$ cat src/design/ible_pkg.sv
// Package for the indel block list editor: default sizes, operation and
// status codes, and the beat payload types of both channels.
// No dependencies.
package ible_pkg;

  localparam int DEF_MAX_BLOCKS = 32;
  localparam int DEF_LEN_BITS   = 16;
  localparam int FIELD_BITS     = 16;

  typedef enum logic [1:0] {
    OP_START  = 2'd0,
    OP_INSERT = 2'd1,
    OP_DELETE = 2'd2,
    OP_READ   = 2'd3
  } op_t;

  typedef enum logic [1:0] {
    ST_OK       = 2'd0,
    ST_FULL     = 2'd1,
    ST_OVERFLOW = 2'd2,
    ST_BEYOND   = 2'd3
  } status_t;

  typedef struct packed {
    op_t                   operation;
    logic [FIELD_BITS-1:0] position;
    logic [FIELD_BITS-1:0] run_length;
  } in_item_t;

  typedef struct packed {
    status_t               status;
    logic                  block_inserted;
    logic [FIELD_BITS-1:0] block_origin;
    logic [FIELD_BITS-1:0] block_length;
    logic [FIELD_BITS-1:0] total_length;
    logic                  last;
  } out_item_t;

endpackage

$ cat src/design/ible_stream_if.sv
// Valid/ready stream interface carrying one payload per beat.
// Payload type is a parameter; the editor uses the types of ible_pkg.
interface ible_stream_if #(parameter type payload_t = logic);
  logic     valid;
  logic     ready;
  payload_t payload;

  modport source (output valid, output payload, input ready);
  modport sink   (input valid, input payload, output ready);
endinterface

$ cat src/design/indel_block_list_editor_top.sv
// Indel block list editor: an ordered segment list (piece table) edited by
// start, insert and delete, and read out one segment per beat.
// Depends on ible_pkg and ible_stream_if.
//
// Usage:
//   req carries one command per beat (operation, position, run_length).
//   rsp carries results: one status beat for start, insert and delete, and
//   one beat per segment for read out (one empty beat for an empty list);
//   last marks the final beat of each command.
//   One command at a time runs under a small sequencer over a single-port
//   segment memory (one read or one write per cycle); req.ready is high
//   only while the sequencer is idle.
//   Insert and delete walk the list segment by segment from the head and
//   shift entries one at a time, each move a read and then a write; read
//   out reads and then emits each segment. The slowest command is a delete
//   that erases every segment from the head.
//   The last beat sits in an output register, so the next command is taken
//   while it waits; a stalled rsp holds the sequencer only with another beat.
//   Reset empties the list and zeroes the length; memory is not cleared.
module indel_block_list_editor_top #(
  parameter int MAX_BLOCKS = ible_pkg::DEF_MAX_BLOCKS,
  parameter int LEN_BITS   = ible_pkg::DEF_LEN_BITS
) (
  input logic          clk,
  input logic          rst,
  ible_stream_if.sink   req,
  ible_stream_if.source rsp
);
  import ible_pkg::*;

  localparam int LW = (LEN_BITS > FIELD_BITS) ? LEN_BITS : FIELD_BITS;
  localparam int IW = $clog2(MAX_BLOCKS);
  localparam int CW = $clog2(MAX_BLOCKS + 1);
  localparam logic [LW:0]   LEN_MAX = (LW+1)'((64'd1 << LEN_BITS) - 64'd1);
  localparam logic [CW:0]   CAP     = (CW+1)'(MAX_BLOCKS);
  localparam logic [CW-1:0] ONE     = CW'(1);
  localparam logic [CW-1:0] TWO     = CW'(2);

  typedef struct packed {
    logic          ins;
    logic [LW-1:0] org;
    logic [LW-1:0] len;
  } entry_t;

  typedef enum logic [4:0] {
    S_IDLE, S_FIN, S_RO_RD, S_RO_EM, S_LOC_RD, S_LOC_CMP, S_INS_ACT,
    S_MU_RD, S_MU_WR, S_INS_W0, S_INS_S1, S_INS_S2, S_INS_S3,
    S_DEL_ACT, S_DEL_STEP, S_DEL_LD, S_DEL_CUR, S_MD_RD, S_MD_WR,
    S_DEL_SP1, S_DEL_SP2
  } state_t;

  entry_t mem [MAX_BLOCKS];
  entry_t rdata, cur;

  state_t        state;
  op_t           op;
  status_t       st;
  logic [LW-1:0] pos, len, off, rem, seq;
  logic [CW-1:0] idx, cnt, k, gap_n;
  logic          o_valid;
  out_item_t     o_item;

  // combinational helpers
  logic [LW-1:0] in_pos, in_len, in_room, avail;
  logic [LW:0]   sum_chk;
  logic [CW-1:0] k_up, idx_p1, idx_p2, k_p1, k_m1;
  logic [CW:0]   need_cnt;
  logic [1:0]    need;
  logic          can_load, o_load;

  assign in_pos   = LW'(req.payload.position);
  assign in_len   = LW'(req.payload.run_length);
  assign in_room  = seq - in_pos;
  assign sum_chk  = {1'b0, seq} + {1'b0, len};
  assign avail    = cur.len - off;
  assign k_up     = k + gap_n;
  assign k_p1     = k + ONE;
  assign k_m1     = k - ONE;
  assign idx_p1   = idx + ONE;
  assign idx_p2   = idx + TWO;
  assign can_load = !o_valid || rsp.ready;
  assign o_load   = ((state == S_FIN) || (state == S_RO_EM)) && can_load;

  // segments an insert needs
  always_comb begin
    if (idx >= cnt)      need = 2'd1;
    else if (cur.ins)    need = 2'd0;
    else if (off == '0)  need = 2'd1;
    else                 need = 2'd2;
  end
  assign need_cnt = {1'b0, cnt} + (CW+1)'(need);

  assign req.ready   = (state == S_IDLE);
  assign rsp.valid   = o_valid;
  assign rsp.payload = o_item;

  // sequencer, segment memory and output register
  always_ff @(posedge clk) begin
    if (rst) begin
      state   <= S_IDLE;
      cnt     <= '0;
      seq     <= '0;
      o_valid <= 1'b0;
    end else begin
      if (rsp.ready && !o_load) o_valid <= 1'b0;
      case (state)
        S_IDLE: begin
          if (req.valid) begin
            op  <= req.payload.operation;
            pos <= in_pos;
            len <= in_len;
            idx <= '0;
            st  <= ST_OK;
            case (req.payload.operation)
              OP_START: begin
                seq   <= in_len;
                cnt   <= (in_len != '0) ? ONE : '0;
                if (in_len != '0) mem[IW'(0)] <= '{ins: 1'b0, org: '0, len: in_len};
                state <= S_FIN;
              end
              OP_INSERT: begin
                state <= (in_len == '0) ? S_FIN : S_LOC_RD;
              end
              OP_DELETE: begin
                if (in_pos >= seq) begin
                  st    <= ST_BEYOND;
                  state <= S_FIN;
                end else begin
                  if (in_len > in_room) len <= in_room;
                  state <= (in_len == '0) ? S_FIN : S_LOC_RD;
                end
              end
              default: state <= S_RO_RD;
            endcase
          end
        end

        // final status beat
        S_FIN: begin
          if (can_load) begin
            o_valid <= 1'b1;
            o_item  <= '{status: st, block_inserted: 1'b0, block_origin: '0,
                         block_length: '0, total_length: seq[FIELD_BITS-1:0],
                         last: 1'b1};
            state   <= S_IDLE;
          end
        end

        // read out
        S_RO_RD: begin
          if (cnt == '0) begin
            state <= S_FIN;
          end else begin
            rdata <= mem[idx[IW-1:0]];
            state <= S_RO_EM;
          end
        end
        S_RO_EM: begin
          if (can_load) begin
            o_valid <= 1'b1;
            o_item  <= '{status: ST_OK, block_inserted: rdata.ins,
                         block_origin: rdata.ins ? '0 : rdata.org[FIELD_BITS-1:0],
                         block_length: rdata.len[FIELD_BITS-1:0],
                         total_length: seq[FIELD_BITS-1:0],
                         last: (idx_p1 == cnt)};
            idx     <= idx_p1;
            state   <= (idx_p1 == cnt) ? S_IDLE : S_RO_RD;
          end
        end

        // walk to the segment holding pos
        S_LOC_RD: begin
          if (op == OP_INSERT && sum_chk > LEN_MAX) begin
            st    <= ST_OVERFLOW;
            state <= S_FIN;
          end else if (idx < cnt) begin
            rdata <= mem[idx[IW-1:0]];
            state <= S_LOC_CMP;
          end else begin
            off   <= pos;
            state <= (op == OP_INSERT) ? S_INS_ACT : S_DEL_ACT;
          end
        end
        S_LOC_CMP: begin
          if (pos >= rdata.len) begin
            pos   <= pos - rdata.len;
            idx   <= idx_p1;
            state <= S_LOC_RD;
          end else begin
            off   <= pos;
            cur   <= rdata;
            state <= (op == OP_INSERT) ? S_INS_ACT : S_DEL_ACT;
          end
        end

        // insert
        S_INS_ACT: begin
          if (need_cnt > CAP) begin
            st    <= ST_FULL;
            state <= S_FIN;
          end else if (idx >= cnt) begin
            mem[idx[IW-1:0]] <= '{ins: 1'b1, org: '0, len: len};
            cnt   <= idx_p1;
            seq   <= seq + len;
            state <= S_FIN;
          end else if (cur.ins) begin
            mem[idx[IW-1:0]] <= '{ins: 1'b1, org: cur.org, len: cur.len + len};
            seq   <= seq + len;
            state <= S_FIN;
          end else if (off == '0) begin
            k     <= cnt;
            gap_n <= ONE;
            state <= S_MU_RD;
          end else begin
            k     <= cnt;
            gap_n <= TWO;
            state <= S_MU_RD;
          end
        end

        // open a gap: shift entries up by gap_n, from the end down
        S_MU_RD: begin
          if (k > ((op == OP_INSERT && off == '0) ? idx : idx_p1)) begin
            rdata <= mem[k_m1[IW-1:0]];
            k     <= k_m1;
            state <= S_MU_WR;
          end else begin
            cnt <= cnt + gap_n;
            if (op == OP_INSERT) state <= (off == '0) ? S_INS_W0 : S_INS_S1;
            else                 state <= S_DEL_SP1;
          end
        end
        S_MU_WR: begin
          mem[k_up[IW-1:0]] <= rdata;
          state <= S_MU_RD;
        end

        S_INS_W0: begin
          mem[idx[IW-1:0]] <= '{ins: 1'b1, org: '0, len: len};
          seq   <= seq + len;
          state <= S_FIN;
        end
        S_INS_S1: begin
          mem[idx_p2[IW-1:0]] <= '{ins: 1'b0, org: cur.org + off, len: cur.len - off};
          state <= S_INS_S2;
        end
        S_INS_S2: begin
          mem[idx_p1[IW-1:0]] <= '{ins: 1'b1, org: '0, len: len};
          state <= S_INS_S3;
        end
        S_INS_S3: begin
          mem[idx[IW-1:0]] <= '{ins: cur.ins, org: cur.org, len: off};
          seq   <= seq + len;
          state <= S_FIN;
        end

        // delete
        S_DEL_ACT: begin
          if (idx >= cnt) begin
            st    <= ST_BEYOND;
            state <= S_FIN;
          end else if (!cur.ins && off != '0 && (off + len) < cur.len &&
                       {1'b0, cnt} >= CAP) begin
            st    <= ST_FULL;
            state <= S_FIN;
          end else begin
            rem   <= len;
            state <= S_DEL_STEP;
          end
        end
        S_DEL_STEP: begin
          if (rem == '0 || idx >= cnt) begin
            seq   <= seq - len;
            state <= S_FIN;
          end else if (rem >= avail) begin
            rem <= rem - avail;
            off <= '0;
            if (off == '0) begin
              k     <= idx;
              state <= S_MD_RD;
            end else begin
              mem[idx[IW-1:0]] <= '{ins: cur.ins, org: cur.org, len: off};
              idx   <= idx_p1;
              state <= S_DEL_LD;
            end
          end else if (cur.ins) begin
            mem[idx[IW-1:0]] <= '{ins: 1'b1, org: cur.org, len: cur.len - rem};
            rem <= '0;
          end else if (off == '0) begin
            mem[idx[IW-1:0]] <= '{ins: 1'b0, org: cur.org + rem, len: cur.len - rem};
            rem <= '0;
          end else begin
            k     <= cnt;
            gap_n <= ONE;
            state <= S_MU_RD;
          end
        end
        S_DEL_LD: begin
          if (idx < cnt) begin
            rdata <= mem[idx[IW-1:0]];
            state <= S_DEL_CUR;
          end else begin
            state <= S_DEL_STEP;
          end
        end
        S_DEL_CUR: begin
          cur   <= rdata;
          state <= S_DEL_STEP;
        end

        // close a gap: shift entries down by one
        S_MD_RD: begin
          if (k_p1 < cnt) begin
            rdata <= mem[k_p1[IW-1:0]];
            state <= S_MD_WR;
          end else begin
            cnt   <= cnt - ONE;
            state <= S_DEL_LD;
          end
        end
        S_MD_WR: begin
          mem[k[IW-1:0]] <= rdata;
          k     <= k_p1;
          state <= S_MD_RD;
        end

        // split an original run around the deleted span
        S_DEL_SP1: begin
          mem[idx_p1[IW-1:0]] <= '{ins: 1'b0, org: cur.org + off + rem,
                                   len: cur.len - off - rem};
          state <= S_DEL_SP2;
        end
        S_DEL_SP2: begin
          mem[idx[IW-1:0]] <= '{ins: cur.ins, org: cur.org, len: off};
          rem   <= '0;
          state <= S_DEL_STEP;
        end

        default: state <= S_IDLE;
      endcase
    end
  end

endmodule

$ cat src/flat_wrapper.sv
// flat-port wrapper written by rule: the top's interface ports become plain ports
module indel_block_list_editor_top_flat import ible_pkg::*;
#(
  parameter int MAX_BLOCKS = ible_pkg::DEF_MAX_BLOCKS,
  parameter int LEN_BITS   = ible_pkg::DEF_LEN_BITS
)
  (clk, rst, req_valid, req_payload, req_ready, rsp_valid, rsp_payload, rsp_ready);
  ible_stream_if #(.payload_t(in_item_t)) req_i ();
  ible_stream_if #(.payload_t(out_item_t)) rsp_i ();
  input logic clk;
  input logic rst;
  input wire logic [$bits(req_i.valid)-1:0] req_valid;
  input wire logic [$bits(req_i.payload)-1:0] req_payload;
  output wire logic [$bits(req_i.ready)-1:0] req_ready;
  output wire logic [$bits(rsp_i.valid)-1:0] rsp_valid;
  output wire logic [$bits(rsp_i.payload)-1:0] rsp_payload;
  input wire logic [$bits(rsp_i.ready)-1:0] rsp_ready;
  assign req_i.valid = req_valid;
  assign req_i.payload = req_payload;
  assign req_ready = req_i.ready;
  assign rsp_valid = rsp_i.valid;
  assign rsp_payload = rsp_i.payload;
  assign rsp_i.ready = rsp_ready;
  indel_block_list_editor_top #(.MAX_BLOCKS(MAX_BLOCKS), .LEN_BITS(LEN_BITS)) u_core (.clk(clk), .rst(rst), .req(req_i), .rsp(rsp_i));
endmodule
$ cat config.mk
export PLATFORM = sky130hd
export DESIGN_NAME = indel_block_list_editor_top_flat
export DESIGN_NICKNAME = d
export VERILOG_FILES = /design/src/design/ible_pkg.sv /design/src/design/ible_stream_if.sv /design/src/design/indel_block_list_editor_top.sv /design/src/flat_wrapper.sv
export SDC_FILE = /design/constraint.sdc
export NUM_CORES = 2
export LEC_CHECK = 0
export BUFFER_PORTS_ARGS = -buffer_cell sky130_fd_sc_hd__buf_2
export CELL_PAD_IN_SITES_DETAIL_PLACEMENT = 0
export CELL_PAD_IN_SITES_GLOBAL_PLACEMENT = 1
export CORE_MARGIN = 10
export CORE_UTILIZATION = 50
export CTS_CLUSTER_DIAMETER = 80
export CTS_CLUSTER_SIZE = 40
export DETAILED_ROUTE_END_ITERATION = 12
export PLACE_DENSITY = 0.81
export SLEW_MARGIN = 20
export SYNTH_ARGS = -nofsm -noshare
export SYNTH_HDL_FRONTEND = slang
export SYNTH_SLANG_ARGS = --single-unit
$ cat constraint.sdc
create_clock -name clk -period 7.05 [get_ports clk]
set_input_delay 0.3525 -clock clk [delete_from_list [all_inputs] [get_ports clk]]
set_output_delay 0.3525 -clock clk [all_outputs]
set_load 0.03 [all_outputs]
==> results by group <==
Run status
  • Outcome: completed

Clock network
  • Clock-pin slew on the worst setup and hold paths: 110 ps
  • Clk sink count: about 1.3k
  • Clock Latency Late Sink: 790 ps
  • CTS tree: yes
  • CTS root buf: clkbuf_16
  • TritonCTS buffer count: 75
  • H-tree levels: 3
  • Max Root-Sink Buffers: 3

Critical path
  • CP Data Required Time: 7500 ps
  • Worst R2R End: u_core.mem[28][1]$_DFFE_PP_
  • Critical Setup Path Class: register to register
  • FF-to-FF setup slack: roughly 140 ps
  • WP data arrival: roughly 7400 ps
  • Worst R2R Path Depth: 22
  • Critical-path maximum fanout: 16
  • CP endpoint kind: register
  • Reg2Reg Launch Point: u_core.cur[1]$_DFFE_PP_
  • Setup crit start kind: register

Timing
  • Least-Margin Pin Slew: between 1000 and 1500 ps
  • Final worst path period need: 6910 ps
  • Period utilisation layout: 98.1%
  • FMAX: 145 MHz
  • Setup violators final: 0
  • Setup Skew: 90.4 ps
  • Rel. slew slack: 20.1%
  • Hold Fails Final Rpt: 0
  • Slew Viols, Final: 0
  • Setup_tns: 0 ps

Global routing
  • Antenna violations before repair: 8
  • GRT Total Usage: 29.3%
  • Remaining global-route overflow: 0
  • First-pass GRT wire length: 377000 um
  • Via count of the first global-routing pass: around 53k
  • Largest net degree at the start of global routing: 125

Die
  • Initial core utilization: 50.4%
  • Die area: about 170000 um2
  • Area of the core: 157000 um2
  • Die height: about 420 um
  • Die W: 418 um
  • Row count: 145
  • Io pins: 92

Synthesis
  • Yosys cell types: 99
  • Yosys top cell area share: between 40% and 50%
  • #FFs+latches synth: approximately 1.3k
  • Post-Syn Instances: 5213
  • Ys Warns: 0
  • Seq/Total Area, Yosys: between 40% and 50%
  • Avg Inst Size Synth: around 15 um2
  • Post-Syn Area: 79100 um2
  • Largest cells by area after synthesis: edfxtp_1 (48%), mux4_2 (27%), ha_1 (4.1%)
  • Main synth FF type: edfxtp_1
  • Post-synth EDFFs: approximately 1.3k
  • Post-Syn Nets: 5528
  • Asr flop ratio synth: 0%
  • Post-synthesis cell type with the largest combined area: edfxtp_1

Pwr
  • Peak VDD IR: 0.281 mV
  • Pwr dens: 261 nW/um2
  • Leak pwr: 0.0293 uW

Detailed routing
  • First DRT Iteration DRCs: around 7.9k
  • Wire length per cell: 35.4 um
  • Post-route ant nets: 0
  • DRC: 0
  • Drt first pass iters: 6
  • Post-detailed-routing wire length: 261000 um
  • Via count: between 50k and 60k
  • Vias/cell: 7.34

Final layout
  • Final nets: 5581
  • Ratio of cells with drive above 1 in the final layout: 28.8%
  • Area delta synth->final: 9.69%
  • Layout filler cell count: ~12k
  • Utilization after layout: 55.3%

Placed design
  • DP Wirelength: 173000 um
  • I/O Buffers: 91
  • Gp weighted congestion: 0.987

Hold path
  • Min-Delay Path Class: primary input to register
  • Worst Hold Launch: req_payload[22]
  • Hold Path Sink: u_core.pos[6]$_DFFE_PP_
  • Hold Path Depth: 3

Run
  • Max-cap violations: 0
==> kinds of logic after synthesis <==
family	after synthesis	synth area share [%]
AO/OA/AOI/OAI	909	7.65
XOR/XNOR	195	2.16
adder cells (fa/ha/maj)	277	4.54
buffers and inverters	528	2.61
flip-flops	1289	48.5
multiplexers	1109	28.9
AND/OR/NAND/NOR	906	5.57
==> layer usage <==
metal / vias up / global-route usage, % / share of wire, %
li1: 21640 / - / -
met1: 27909 / 40.2 / 37
met2: 4033 / 45.6 / 46
met3: 657 / 6.06 / 12
met4: 6 / 13.0 / 5.4
met5: - / 0 / 0.016
==> flip-flops by register name, indices dropped and copies added (netlist names), 6 cells and up, named ones only <==
signal and cells:
u_core.idx 6, u_core.pos 16, u_core.seq 16, u_core.mem 1056
u_core.cnt 6, u_core.rem 16, u_core.off 16, u_core.len 16
u_core.rsp.payload 52, u_core.k 6, u_core.rdata 33, u_core.cur 33
==> Yosys cell counts (20+ instances only) <==
cell type,n
a211oi_1,33
a21o_1,60
a21oi_1,262
a31oi_1,23
and2_1,31
buf_1,81
buf_2,30
clkbuf_1,224
dfxtp_1,33
edfxtp_1,1256
ha_1,261
inv_1,181
mux2_2,35
mux2i_1,136
mux4_2,938
nand2_1,243
nand2b_1,37
nand3_1,54
nand4_1,24
nor2_1,245
nor2b_1,49
nor3_1,93
nor4_1,27
o211ai_1,20
o21a_1,42
o21ai_0,165
o21bai_1,47
o22ai_1,48
or3_1,24
xnor2_1,125
xor2_1,70
==> placed cells by master (no fill, tap or decap), types with 91 or more instances in the layout <==
cell type and n:
mux4_2 938, inv_1 180, buf_2 91, buf_4 155
ha_1 259, o21ai_0 163, a21oi_1 258, mux2i_1 136
nand2_1 241, edfxtp_1 1256, xnor2_1 121, nor2_1 243
==> critical path, stage by stage (launching register included) <==
cell	delay [ps]
edfxtp_1	510
ha_1	320
nor2b_1	130
o21a_1	180
o21ai_0	290
a21o_1	240
a211oi_1	170
or4_1	530
a21oi_1	340
ha_2	450
a211oi_4	310
nand3_2	110
a211oi_2	360
o211ai_1	220
and2_4	240
nor4_4	390
a31oi_1	130
a221o_1	380
or3b_1	380
buf_4	220
nor3_4	230
buf_4	200
buf_8	260
==> area by class of cell <==
| type | instances | area [um2] | area share (%) |
|---|---|---|---|
| clock inverters | 64 | 1170 | 1.35 |
| flip-flops and latches | 1289 | 38400 | 44.3 |
| multi-input cells | 3396 | 39200 | 45.2 |
| inverters | 187 | 722 | 0.832 |
| repair buffers | 317 | 2800 | 3.23 |
| clock buffers | 76 | 1880 | 2.17 |
| well taps | 2058 | 2570 | 2.97 |
| diodes | 1 | 2.50 | 0.00289 |
==> where the power goes <==
part	total [uW]	internal, uW	leakage (uW)	switching [uW]
logic	7700	3430	0.0160	4270
registers	9360	8830	0.0119	537
clock network	5610	2430	0.00143	3170
total	22700	14700	0.0293	7980
==> worst max path at each step <==
stage,from,endpoint,cells past startpoint
CTS,u_core.cur[1]$_DFFE_PP_,u_core.mem[27][3]$_DFFE_PP_,20
global placement,u_core.cur[0]$_DFFE_PP_,u_core.mem[27][15]$_DFFE_PP_,24
finish,u_core.cur[1]$_DFFE_PP_,u_core.mem[28][1]$_DFFE_PP_,22
detailed placement,u_core.cur[1]$_DFFE_PP_,u_core.mem[27][15]$_DFFE_PP_,20
global route,u_core.cur[1]$_DFFE_PP_,u_core.mem[28][5]$_DFFE_PP_,22
floorplan,u_core.off[1]$_SDFFCE_PP0P_,u_core.mem[10][0]$_DFFE_PP_,23
==> through the flow <==
step / cell area [um2] / hold slack, ps / instances / total power, uW / worst slack, ps
6_report: 86700 / 27.9 / 7388 / 22700 / 137
5_1_grt: 86700 / 21.9 / 7387 / 23500 / -55.0
4_1_cts: 86700 / 0.753 / 7384 / 22600 / 58.1
3_5_place_dp: 83400 / 479 / 7220 / 17100 / 107
3_3_place_gp: 83400 / 477 / 7220 / 17000 / 195
2_1_floorplan: 79100 / 426 / 5213 / 14700 / -535
==> timing repair <==
action,4_1_cts,5_1_grt
buffers inserted,0,2
hold buffers,24,0
endpoints found under the setup margin,0,610
hold endpoints to repair,24,0
resized for setup,0,7
Note: power is estimated with default switching activity, not from simulation.
